<file path="src/hw/rtl/mlf_pkg.sv">
package mlf_pkg;

  localparam int IO_WIDTH = 18;
  localparam int QDEPTH   = 2;

  typedef struct packed {
    logic signed [IO_WIDTH-1:0] audio;
    logic signed [IO_WIDTH-1:0] cutoff;
    logic        [IO_WIDTH-1:0] resonance;
  } item_t;

  typedef struct packed {
    logic full;
    logic empty;
  } q_status_t;

endpackage

</file>
<file path="src/hw/rtl/moog_ladder_lowpass_filter.sv">
// each sample is popped from the queue, then runs through 19 multiplies in turn on the single shared
//   multiplier, then is registered at the output; the ladder works on one sample at a time
// a two-beat queue takes new samples while the ladder works and a result waits
// reset (synchronous, active high) clears the ladder state and sets safety_enable
module moog_ladder_lowpass_filter
  import mlf_pkg::*;
#(
  parameter int FRAC_BITS   = 16,
  parameter int STATE_WIDTH = 32
) (
  input  logic                       clk,
  input  logic                       rst,
  input  logic                       cfg_write_en,
  input  logic                       cfg_write_data,
  input  logic                       sample_valid,
  output logic                       sample_ready,
  input  logic signed [IO_WIDTH-1:0] audio_in,
  input  logic signed [IO_WIDTH-1:0] cutoff,
  input  logic        [IO_WIDTH-1:0] resonance,
  output logic                       result_valid,
  input  logic                       result_ready,
  output logic signed [IO_WIDTH-1:0] audio_out
);

  q_status_t q_stat;
  item_t     wr_item;
  item_t     head;
  logic      push;
  logic      pop;

  mlf_front #(
    .FRAC_BITS(FRAC_BITS)
  ) u_front (
    .clk           (clk),
    .rst           (rst),
    .cfg_write_en  (cfg_write_en),
    .cfg_write_data(cfg_write_data),
    .sample_valid  (sample_valid),
    .sample_ready  (sample_ready),
    .audio_in      (audio_in),
    .cutoff        (cutoff),
    .resonance     (resonance),
    .q_stat        (q_stat),
    .push          (push),
    .item          (wr_item)
  );

  mlf_queue u_queue (
    .clk    (clk),
    .rst    (rst),
    .push   (push),
    .wr_item(wr_item),
    .pop    (pop),
    .head   (head),
    .q_stat (q_stat)
  );

  mlf_back #(
    .FRAC_BITS  (FRAC_BITS),
    .STATE_WIDTH(STATE_WIDTH)
  ) u_back (
    .clk         (clk),
    .rst         (rst),
    .q_stat      (q_stat),
    .head        (head),
    .pop         (pop),
    .result_valid(result_valid),
    .result_ready(result_ready),
    .audio_out   (audio_out)
  );

endmodule

</file>
<file path="src/hw/rtl/mlf_front.sv">
module mlf_front
  import mlf_pkg::*;
#(
  parameter int FRAC_BITS = 16
) (
  input  logic                       clk,
  input  logic                       rst,
  input  logic                       cfg_write_en,
  input  logic                       cfg_write_data,
  input  logic                       sample_valid,
  output logic                       sample_ready,
  input  logic signed [IO_WIDTH-1:0] audio_in,
  input  logic signed [IO_WIDTH-1:0] cutoff,
  input  logic        [IO_WIDTH-1:0] resonance,
  input  q_status_t                  q_stat,
  output logic                       push,
  output item_t                      item
);

  localparam longint ONE_L = longint'(1) << FRAC_BITS;
  localparam logic signed [IO_WIDTH-1:0] ONE_IO = IO_WIDTH'(ONE_L);

  logic safety_enable;

  always_ff @(posedge clk) begin
    if (rst) begin
      safety_enable <= 1'b1;
    end else if (cfg_write_en) begin
      safety_enable <= cfg_write_data;
    end
  end

  // cutoff clamp to zero..one when safe mode is on
  always_comb begin
    item.audio     = audio_in;
    item.resonance = resonance;
    item.cutoff    = cutoff;
    if (safety_enable) begin
      if (cutoff[IO_WIDTH-1]) begin
        item.cutoff = '0;
      end else if (longint'(cutoff) > ONE_L) begin
        item.cutoff = ONE_IO;
      end
    end
  end

  assign sample_ready = !q_stat.full;
  assign push         = sample_valid && !q_stat.full;

endmodule

</file>
<file path="src/hw/rtl/mlf_queue.sv">
module mlf_queue
  import mlf_pkg::*;
(
  input  logic      clk,
  input  logic      rst,
  input  logic      push,
  input  item_t     wr_item,
  input  logic      pop,
  output item_t     head,
  output q_status_t q_stat
);

  localparam int PW = (QDEPTH > 1) ? $clog2(QDEPTH) : 1;
  localparam int CW = $clog2(QDEPTH + 1);

  item_t          entry [QDEPTH];
  logic [PW-1:0]  wptr;
  logic [PW-1:0]  rptr;
  logic [CW-1:0]  count;

  assign head         = entry[rptr];
  assign q_stat.full  = (count == CW'(QDEPTH));
  assign q_stat.empty = (count == '0);

  always_ff @(posedge clk) begin
    if (rst) begin
      wptr  <= '0;
      rptr  <= '0;
      count <= '0;
    end else begin
      if (push) begin
        wptr <= (wptr == PW'(QDEPTH - 1)) ? '0 : wptr + 1'b1;
      end
      if (pop) begin
        rptr <= (rptr == PW'(QDEPTH - 1)) ? '0 : rptr + 1'b1;
      end
      if (push && !pop) begin
        count <= count + 1'b1;
      end else if (pop && !push) begin
        count <= count - 1'b1;
      end
    end
  end

  always_ff @(posedge clk) begin
    if (push) begin
      entry[wptr] <= wr_item;
    end
  end

endmodule

</file>
<file path="src/hw/rtl/mlf_mul.sv">
module mlf_mul #(
  parameter int FRAC_BITS   = 16,
  parameter int STATE_WIDTH = 32
) (
  input  logic                                  clk,
  input  logic                                  rst,
  input  logic                                  start,
  input  logic signed [((STATE_WIDTH > FRAC_BITS + 3) ?
                        STATE_WIDTH : FRAC_BITS + 3):0] a,
  input  logic signed [((STATE_WIDTH > FRAC_BITS + 3) ?
                        STATE_WIDTH : FRAC_BITS + 3):0] b,
  output logic                                  done,
  output logic signed [STATE_WIDTH-1:0]         res
);

  localparam int SW  = STATE_WIDTH;
  localparam int MW  = (SW > FRAC_BITS + 3) ? SW : FRAC_BITS + 3;
  localparam int NCH = (MW + 31) / 32;
  localparam int CH  = (MW + NCH - 1) / NCH;
  localparam int UBW = NCH * CH;
  localparam int PW  = MW + UBW;
  localparam int CW  = $clog2(NCH + 1);

  localparam logic [PW:0] RND  = (PW+1)'(1) << (FRAC_BITS - 1);
  localparam logic [PW:0] LIMP = (PW+1)'(1) << (SW - 1);

  logic [MW-1:0]    ua;
  logic [UBW-1:0]   ub;
  logic [PW-1:0]    acc;
  logic             neg;
  logic [CW-1:0]    cnt;
  logic             rnd;

  logic signed [MW:0] a_abs;
  logic signed [MW:0] b_abs;
  logic [MW+CH-1:0]   part;
  logic [PW:0]        rsum;
  logic [PW:0]        rq;
  logic [PW:0]        lim;
  logic [PW:0]        mag;

  assign a_abs = a[MW] ? -a : a;
  assign b_abs = b[MW] ? -b : b;
  assign part  = ua * ub[UBW-1 -: CH];
  assign rsum  = {1'b0, acc} + RND;
  assign rq    = rsum >> FRAC_BITS;
  assign lim   = neg ? LIMP : LIMP - 1'b1;
  assign mag   = (rq > lim) ? lim : rq;

  always_ff @(posedge clk) begin
    if (rst) begin
      cnt  <= '0;
      rnd  <= 1'b0;
      done <= 1'b0;
    end else begin
      done <= !start && (cnt == '0) && rnd;
      if (start) begin
        cnt <= CW'(NCH);
      end else if (cnt != '0) begin
        cnt <= cnt - 1'b1;
        if (cnt == CW'(1)) begin
          rnd <= 1'b1;
        end
      end else if (rnd) begin
        rnd <= 1'b0;
      end
    end
  end

  // partial products, most significant chunk first
  always_ff @(posedge clk) begin
    if (start) begin
      ua  <= a_abs[MW-1:0];
      ub  <= UBW'(b_abs[MW-1:0]);
      acc <= '0;
      neg <= a[MW] != b[MW];
    end else if (cnt != '0) begin
      acc <= (acc << CH) + PW'(part);
      ub  <= ub << CH;
    end else if (rnd) begin
      res <= neg ? -$signed(mag[SW-1:0]) : $signed(mag[SW-1:0]);
    end
  end

endmodule

</file>
<file path="src/hw/rtl/mlf_back.sv">
module mlf_back
  import mlf_pkg::*;
#(
  parameter int FRAC_BITS   = 16,
  parameter int STATE_WIDTH = 32
) (
  input  logic                       clk,
  input  logic                       rst,
  input  q_status_t                  q_stat,
  input  item_t                      head,
  output logic                       pop,
  output logic                       result_valid,
  input  logic                       result_ready,
  output logic signed [IO_WIDTH-1:0] audio_out
);

  localparam int SW = STATE_WIDTH;
  localparam int MW = (SW > FRAC_BITS + 3) ? SW : FRAC_BITS + 3;
  localparam int EW = MW + 2;

  localparam longint ONE_L  = longint'(1) << FRAC_BITS;
  localparam longint HALF_L = ONE_L >> 1;
  localparam longint C08_L  = (4 * ONE_L + 2) / 5;
  localparam longint C56_L  = (28 * ONE_L + 2) / 5;
  localparam longint CLIM_L = (19 * ONE_L + 10) / 20;
  localparam longint C001_L = (ONE_L + 50) / 100;
  localparam longint SMAX_L = (longint'(1) << (SW - 1)) - 1;

  localparam logic signed [MW:0]   C08_M  = (MW+1)'(C08_L);
  localparam logic signed [MW:0]   C56_M  = (MW+1)'(C56_L);
  localparam logic signed [MW:0]   HALF_M = (MW+1)'(HALF_L);
  localparam logic signed [MW:0]   C001_M = (MW+1)'(C001_L);
  localparam logic signed [EW-1:0] ONE_E  = EW'(ONE_L);
  localparam logic signed [EW-1:0] CLIM_E = EW'(CLIM_L);
  localparam logic signed [EW-1:0] SMAX_E = EW'(SMAX_L);
  localparam logic signed [EW-1:0] SMIN_E = ~SMAX_E;
  localparam logic signed [SW-1:0] SMAX_S = SW'(SMAX_L);
  localparam logic signed [SW-1:0] SMIN_S = ~SMAX_S;
  localparam logic signed [SW-1:0] OMAX_S = SW'(131071);
  localparam logic signed [SW-1:0] OMIN_S = SW'(-131072);

  localparam logic [4:0] ST_IDLE = 5'd0;
  localparam logic [4:0] ST_M1   = 5'd1;
  localparam logic [4:0] ST_M2   = 5'd2;
  localparam logic [4:0] ST_M3   = 5'd3;
  localparam logic [4:0] ST_M4   = 5'd4;
  localparam logic [4:0] ST_M5   = 5'd5;
  localparam logic [4:0] ST_M6   = 5'd6;
  localparam logic [4:0] ST_M7   = 5'd7;
  localparam logic [4:0] ST_M8   = 5'd8;
  localparam logic [4:0] ST_M9   = 5'd9;
  localparam logic [4:0] ST_M10  = 5'd10;
  localparam logic [4:0] ST_M11  = 5'd11;
  localparam logic [4:0] ST_M12  = 5'd12;
  localparam logic [4:0] ST_M13  = 5'd13;
  localparam logic [4:0] ST_M14  = 5'd14;
  localparam logic [4:0] ST_M15  = 5'd15;
  localparam logic [4:0] ST_M16  = 5'd16;
  localparam logic [4:0] ST_M17  = 5'd17;
  localparam logic [4:0] ST_M18  = 5'd18;
  localparam logic [4:0] ST_M19  = 5'd19;
  localparam logic [4:0] ST_OUT  = 5'd20;

  function automatic logic signed [EW-1:0] ew(input logic signed [SW-1:0] v);
    return EW'(v);
  endfunction

  function automatic logic signed [SW-1:0] sat_e(input logic signed [EW-1:0] v);
    logic signed [SW-1:0] r;
    if (v > SMAX_E) begin
      r = SMAX_S;
    end else if (v < SMIN_E) begin
      r = SMIN_S;
    end else begin
      r = v[SW-1:0];
    end
    return r;
  endfunction

  logic [4:0] state;
  logic       pend;
  logic       res_valid;

  logic signed [SW-1:0] delayed_input;
  logic signed [SW-1:0] stage_one;
  logic signed [SW-1:0] stage_two;
  logic signed [SW-1:0] stage_three;
  logic signed [SW-1:0] stage_four;

  logic signed [IO_WIDTH-1:0] x;
  logic signed [IO_WIDTH-1:0] fc;
  logic        [IO_WIDTH-1:0] rr;
  logic signed [SW-1:0]       q0;
  logic signed [SW-1:0]       p;
  logic signed [SW-1:0]       k;
  logic signed [SW-1:0]       inner;
  logic signed [SW-1:0]       g;
  logic signed [SW-1:0]       tmp;
  logic signed [SW-1:0]       acc;
  logic signed [SW-1:0]       u;
  logic signed [SW-1:0]       y;
  logic signed [IO_WIDTH-1:0] res_data;

  logic                 is_step;
  logic                 mul_start;
  logic                 mul_done;
  logic                 consume;
  logic                 out_load;
  logic signed [MW:0]   op_a;
  logic signed [MW:0]   op_b;
  logic signed [SW-1:0] m;

  logic signed [SW-1:0]       q0_n;
  logic signed [SW-1:0]       p_n;
  logic signed [SW-1:0]       k_n;
  logic signed [SW-1:0]       inner_n;
  logic signed [SW-1:0]       g1_n;
  logic signed [SW-1:0]       u_n;
  logic signed [SW-1:0]       d_n;
  logic signed [SW-1:0]       st_n;
  logic signed [SW-1:0]       s_old;
  logic signed [SW-1:0]       ss_n;
  logic signed [EW-1:0]       st_e;
  logic signed [EW-1:0]       ycl_e;
  logic signed [SW-1:0]       y_n;
  logic signed [SW-1:0]       yf_n;
  logic signed [IO_WIDTH-1:0] o18;

  assign is_step   = (state >= ST_M1) && (state <= ST_M19);
  assign mul_start = is_step && !pend;
  assign consume   = is_step && pend && mul_done;
  assign pop       = (state == ST_IDLE) && !q_stat.empty;
  assign out_load  = (state == ST_OUT) && (!res_valid || result_ready);

  assign result_valid = res_valid;
  assign audio_out    = res_data;

  always_comb begin
    op_a = '0;
    op_b = '0;
    case (state)
      ST_M1: begin
        op_a = C08_M;
        op_b = (MW+1)'(fc);
      end
      ST_M2, ST_M4: begin
        op_a = (MW+1)'(tmp);
        op_b = (MW+1)'(q0);
      end
      ST_M3: begin
        op_a = C56_M;
        op_b = (MW+1)'(q0);
      end
      ST_M5: begin
        op_a = HALF_M;
        op_b = (MW+1)'(q0);
      end
      ST_M6: begin
        op_a = (MW+1)'(tmp);
        op_b = (MW+1)'(inner);
      end
      ST_M7: begin
        op_a = (MW+1)'(rr);
        op_b = (MW+1)'(tmp);
      end
      ST_M8: begin
        op_a = (MW+1)'(g);
        op_b = (MW+1)'(stage_four);
      end
      ST_M9, ST_M11, ST_M13, ST_M15: begin
        op_a = (MW+1)'(acc);
        op_b = (MW+1)'(p);
      end
      ST_M10: begin
        op_a = (MW+1)'(stage_one);
        op_b = (MW+1)'(k);
      end
      ST_M12: begin
        op_a = (MW+1)'(stage_two);
        op_b = (MW+1)'(k);
      end
      ST_M14: begin
        op_a = (MW+1)'(stage_three);
        op_b = (MW+1)'(k);
      end
      ST_M16: begin
        op_a = (MW+1)'(stage_four);
        op_b = (MW+1)'(k);
      end
      ST_M17: begin
        op_a = (MW+1)'(y);
        op_b = (MW+1)'(y);
      end
      ST_M18: begin
        op_a = (MW+1)'(tmp);
        op_b = (MW+1)'(y);
      end
      ST_M19: begin
        op_a = (MW+1)'(tmp);
        op_b = C001_M;
      end
      default: begin
        op_a = '0;
        op_b = '0;
      end
    endcase
  end

  mlf_mul #(
    .FRAC_BITS  (FRAC_BITS),
    .STATE_WIDTH(STATE_WIDTH)
  ) u_mul (
    .clk  (clk),
    .rst  (rst),
    .start(mul_start),
    .a    (op_a),
    .b    (op_b),
    .done (mul_done),
    .res  (m)
  );

  always_comb begin
    case (state)
      ST_M10:  s_old = stage_one;
      ST_M12:  s_old = stage_two;
      ST_M14:  s_old = stage_three;
      default: s_old = stage_four;
    endcase
  end

  assign q0_n    = sat_e(ONE_E - EW'(head.cutoff));
  assign p_n     = sat_e(EW'(fc) + ew(m));
  assign k_n     = sat_e(ew(sat_e(ew(p) + ew(p))) - ONE_E);
  assign inner_n = sat_e(ew(sat_e(ONE_E - ew(q0))) + ew(m));
  assign g1_n    = sat_e(ONE_E + ew(m));
  assign u_n     = sat_e(EW'(x) - ew(m));
  assign d_n     = sat_e(ew(u_n) + ew(delayed_input));
  assign st_n    = sat_e(ew(tmp) - ew(m));
  assign ss_n    = sat_e(ew(st_n) + ew(s_old));
  assign st_e    = ew(st_n);
  assign yf_n    = sat_e(ew(y) - ew(m));

  // last stage clamp to plus or minus 0.95
  always_comb begin
    if (st_e > CLIM_E) begin
      ycl_e = CLIM_E;
    end else if (st_e < -CLIM_E) begin
      ycl_e = -CLIM_E;
    end else begin
      ycl_e = st_e;
    end
  end
  assign y_n = ycl_e[SW-1:0];

  always_comb begin
    if (y > OMAX_S) begin
      o18 = OMAX_S[IO_WIDTH-1:0];
    end else if (y < OMIN_S) begin
      o18 = OMIN_S[IO_WIDTH-1:0];
    end else begin
      o18 = y[IO_WIDTH-1:0];
    end
  end

  always_ff @(posedge clk) begin
    if (rst) begin
      state         <= ST_IDLE;
      pend          <= 1'b0;
      res_valid     <= 1'b0;
      delayed_input <= '0;
      stage_one     <= '0;
      stage_two     <= '0;
      stage_three   <= '0;
      stage_four    <= '0;
    end else begin
      if (out_load) begin
        res_valid <= 1'b1;
      end else if (result_ready) begin
        res_valid <= 1'b0;
      end
      case (state)
        ST_IDLE: begin
          if (!q_stat.empty) begin
            state <= ST_M1;
          end
        end
        ST_OUT: begin
          if (out_load) begin
            state <= ST_IDLE;
          end
        end
        default: begin
          if (!pend) begin
            pend <= 1'b1;
          end else if (mul_done) begin
            pend  <= 1'b0;
            state <= state + 5'd1;
            case (state)
              ST_M10:  stage_one   <= st_n;
              ST_M12:  stage_two   <= st_n;
              ST_M14:  stage_three <= st_n;
              ST_M19: begin
                stage_four    <= yf_n;
                delayed_input <= u;
              end
              default: begin
              end
            endcase
          end
        end
      endcase
    end
  end

  always_ff @(posedge clk) begin
    if (pop) begin
      x  <= head.audio;
      fc <= head.cutoff;
      rr <= head.resonance;
      q0 <= q0_n;
    end
    if (consume) begin
      case (state)
        ST_M2: p <= p_n;
        ST_M4: begin
          inner <= inner_n;
          k     <= k_n;
        end
        ST_M6: tmp <= g1_n;
        ST_M7: g <= m;
        ST_M8: begin
          u   <= u_n;
          acc <= d_n;
        end
        ST_M10, ST_M12, ST_M14: acc <= ss_n;
        ST_M16: y <= y_n;
        ST_M19: y <= yf_n;
        default: tmp <= m;
      endcase
    end
    if (out_load) begin
      res_data <= o18;
    end
  end

endmodule

</file>
<file path="config.mk">
export PLATFORM = sky130hd
export DESIGN_NAME = moog_ladder_lowpass_filter
export DESIGN_NICKNAME = d
export VERILOG_FILES = /design/src/hw/rtl/mlf_pkg.sv /design/src/hw/rtl/moog_ladder_lowpass_filter.sv /design/src/hw/rtl/mlf_front.sv /design/src/hw/rtl/mlf_queue.sv /design/src/hw/rtl/mlf_mul.sv /design/src/hw/rtl/mlf_back.sv
export SDC_FILE = /design/constraint.sdc
export NUM_CORES = 2
export LEC_CHECK = 0
export BUFFER_PORTS_ARGS = -buffer_cell sky130_fd_sc_hd__buf_2
export CAP_MARGIN = 25
export CORE_MARGIN = 2
export CORE_UTILIZATION = 56
export CTS_CLUSTER_SIZE = 25
export DETAILED_ROUTE_END_ITERATION = 12
export PLACE_DENSITY = 0.72
export SYNTH_ARGS = -nofsm -noshare
export SYNTH_HDL_FRONTEND = slang
export SYNTH_SLANG_ARGS = --single-unit
</file>
<file path="constraint.sdc">
create_clock -name clk -period 9.1 [get_ports clk]
set_input_delay 2.73 -clock clk [delete_from_list [all_inputs] [get_ports clk]]
set_output_delay 2.73 -clock clk [all_outputs]
set_load 0.02 [all_outputs]
</file>
==> flow_metrics.py <==
metrics = {
    "timing": {
        "worst_slack_ps": 208,
        "worst_pin_slew_ps": 1120,
        "post-route-min-period_ps": 8890,
        "slew_headroom_pct": 25.2,
        "fin_skew_ps": 68.6,
        "max_freq_mhz": 112,
        "setup_tns_ps": 0,
        "rsz0062_at_grt": "false",
        "final-hold-violation-count": 0,
        "drv_slew": 0,
        "setup_viol": 0,
        "timing.final.crit_share_pct": 97.7,
    },
    "cts": {
        "cts_htree_levels": 3,
        "insertion_delay_ps": 760,
        "clk_pin_slew_ps": 60,
        "cts_hold_buf": 0,
        "cts.sinks": 791,
        "clock_path_buffers": 3,
        "numCtsBuffers": 91,
        "cts_tree": "yes",
        "clockRootBuffer": "clkbuf_16",
    },
    "logic_synthesis": {
        "ys_ff_latch": 791,
        "synth_ff_type": "edfxtp_1",
        "synthArstFlopShare_pct": 0,
        "synth-edff-count": 551,
        "netlist_area_um2": 82000,
        "synth_warnings": 0,
        "syn_inst": 9023,
        "yosysSeqAreaShare_pct": 26.0,
        "synth_cell_types": 99,
        "syn_avg_cell_area_um2": 9.09,
        "syn_nets": 10600,
    },
    "routing": {
        "wl_mm": 270,
        "routedWlPerCell_um": 24.5,
        "drt-initial-drc-count": 7415,
        "post_drt_via_cell_ratio": 6.13,
        "drc": 0,
        "ant_nets": 0,
        "vias": 67600,
        "first_pass_iters": 10,
    },
    "critical_path": {
        "required_ps": 9680,
        "cpPeakStageDelay_ps": 570,
        "crit_top_cell": "fa_1",
        "critPathArrivalTime_ps": 9470,
        "worstSetupEndpointType": "flop",
        "path_class": "reg2reg",
        "slowest_stage": "edfxtp_1",
        "r2r_cells": 28,
        "crit_fanout": 15,
        "critPathLaunchType": "flop",
    },
    "global_routing": {
        "grt_util_met3_pct": 6.19,
        "grtUsageTotal_pct": 36.2,
        "grt_pass1_wl_mm": 412,
        "grt_pass1_vias": 67800,
        "grt_max_degree": 80,
        "met1_usage_pct": 45.1,
        "grt_overflow_total": 0,
        "antenna_found_initial": 6,
        "use_met2_pct": 57.4,
        "top_usage_layer": "met2",
    },
    "floorplanning": {
        "die-area_um2": 149000,
        "start_util_pct": 56.3,
        "ios": 80,
        "rows": 140,
        "die_w_um": 387,
        "core_um2": 146000,
        "die_y_um": 387,
    },
    "final_layout": {
        "seq_area_um2": 21400,
        "final_util_pct": 61.1,
        "layout.nets": 10600,
        "n_fill_cell": 12500,
        "drive_gt1_share_pct": 7.66,
        "multiInputGateArea_um2": 54500,
        "layout-area-overhead-vs-synth_pct": 8.46,
    },
    "placement": {
        "place_congestion": 1.03,
        "hpwl_mm": 212,
        "place_ws_ps": -28.2,
        "portBuffers": 79,
    },
    "run_status": {
        "status": "completed",
    },
    "min_path": {
        "min_path_cells": 2,
        "hp-class": "reg2reg",
    },
    "run": {
        "drv_cap": 0,
    },
}
## state kept, by name (all words and copies together), names as in the netlist, 19 cells and up, named ones only
register,count
u_back.u_mul.ub,32
u_back.u,32
u_back.q0,19
u_back.stage_two,32
u_back.y,32
u_back.acc,32
u_back.k,32
u_back.delayed_input,32
u_queue.entry,108
u_back.stage_one,32
u_back.u_mul.ua,32
u_back.stage_four,32
u_back.u_mul.res,32
u_back.p,32
u_back.inner,32
u_back.u_mul.acc,64
u_back.stage_three,32
u_back.g,32
u_back.tmp,32
## worst max-delay path, delay by kind of cell, from the launching register on
family	cells	cell delay, ps
flops	1	570
simple gates	7	1650
compound gates	7	1320
buf+inv	5	720
fa+ha+maj	9	4500
## logic make-up (layout without fill, tap and decap cells)
group                    after synthesis  count (layout)  synth area share [%]
XOR/XNOR                             372             372                  3.98
AND/OR/NAND/NOR                     2871            2871                  15.9
buffers and inverters               1706            1780                  7.87
adder cells (fa/ha/maj)             1499            1499                  31.4
other                                  0               3                     0
AO/OA/AOI/OAI                       1683            1683                  13.5
flip-flops                           791             791                  26.0
multiplexers                         101             101                  1.32
## synthesized netlist by cell type, types with 86 or more instances
master	number	area share [%]
o21ai_0	255	1.6
a21o_1	156	1.4
and2_1	296	2.3
nor2_1	519	2.4
fa_1	935	23
a222oi_1	88	1.1
xor2_1	125	1.3
a21oi_1	566	3.5
xnor2_1	246	2.6
a211oi_1	86	0.79
nor3_1	123	0.75
nand2_1	1366	6.3
dfxtp_1	240	5.9
inv_1	1248	5.7
ha_1	539	8.2
clkbuf_1	416	1.9
edfxtp_1	551	20
nand3_1	133	0.81
## layout make-up
class | count | area share (%)
Timing Repair Buffer | 363 | 3.29
Sequential cell | 791 | 24.0
Antenna cell | 3 | 0.00844
Tap cell | 1917 | 2.70
Clock inverter | 52 | 0.678
Inverter | 1249 | 5.28
Multi-Input combinational cell | 6526 | 61.2
Clock buffer | 116 | 2.79
## stage by stage
step                      hold slack, ps  std cells  area [µm²]
after floorplan                      432       9023       82000
after global placement               441      10800       85400
after detailed placement             447      10800       85500
after CTS                            455      11000       88600
after global routing                 464      11000       88900
final                                457      11000       88900
## per-layer routing
layer	vias to the layer above	wire length (µm)
met5	-	22
met4	4	24500
met3	911	23000
met2	3433	122000
met1	33200	99900
li1	30100	-
## layout by cell type, fill, tap and decap left out, types with 32 or more instances in the layout
master,instances
a211oi_1,83
a21o_1,156
a21oi_1,559
a21oi_2,34
a222oi_1,88
a22oi_1,52
a31oi_1,52
and2_1,296
and3_1,64
buf_2,79
buf_4,248
clkbuf_16,91
dfxtp_1,238
edfxtp_1,551
fa_1,935
ha_1,539
inv_1,1245
mux2_2,47
mux2i_1,53
nand2_1,1365
nand2b_1,66
nand3_1,133
nand4_1,74
nor2_1,511
nor2b_1,66
nor3_1,121
nor4_1,32
o21a_1,60
o21ai_0,250
o21bai_1,47
o22ai_1,36
or3_1,41
xnor2_1,246
xor2_1,125
## path summary, 6_finish.rpt
kind | endpoint | slack, ps | from
worst max-delay path | u_back.u_mul.acc[63]$_SDFFE_PP0P_ | 210 | u_back.u_mul.ub[11]$_SDFFCE_PN0P_
worst min-delay path | u_back.stage_two[9]$_SDFFE_PP0P_ | 460 | u_back.stage_two[9]$_SDFFE_PP0P_
worst max register to register | u_back.u_mul.acc[63]$_SDFFE_PP0P_ | 210 | u_back.u_mul.ub[11]$_SDFFCE_PN0P_
worst min register to register | u_back.stage_two[9]$_SDFFE_PP0P_ | 460 | u_back.stage_two[9]$_SDFFE_PP0P_
## what timing repair did
action | in CTS | in global routing
gates cloned | 0 | 0
setup endpoints to repair | 1 | 73
pin swaps | 0 | 2
resized for setup | 1 | 26
buffers inserted | 0 | 16
Power is left out: the tool's default activity adds up to more than one toggle a clock period on the data nets, which glitch-free logic cannot reach.
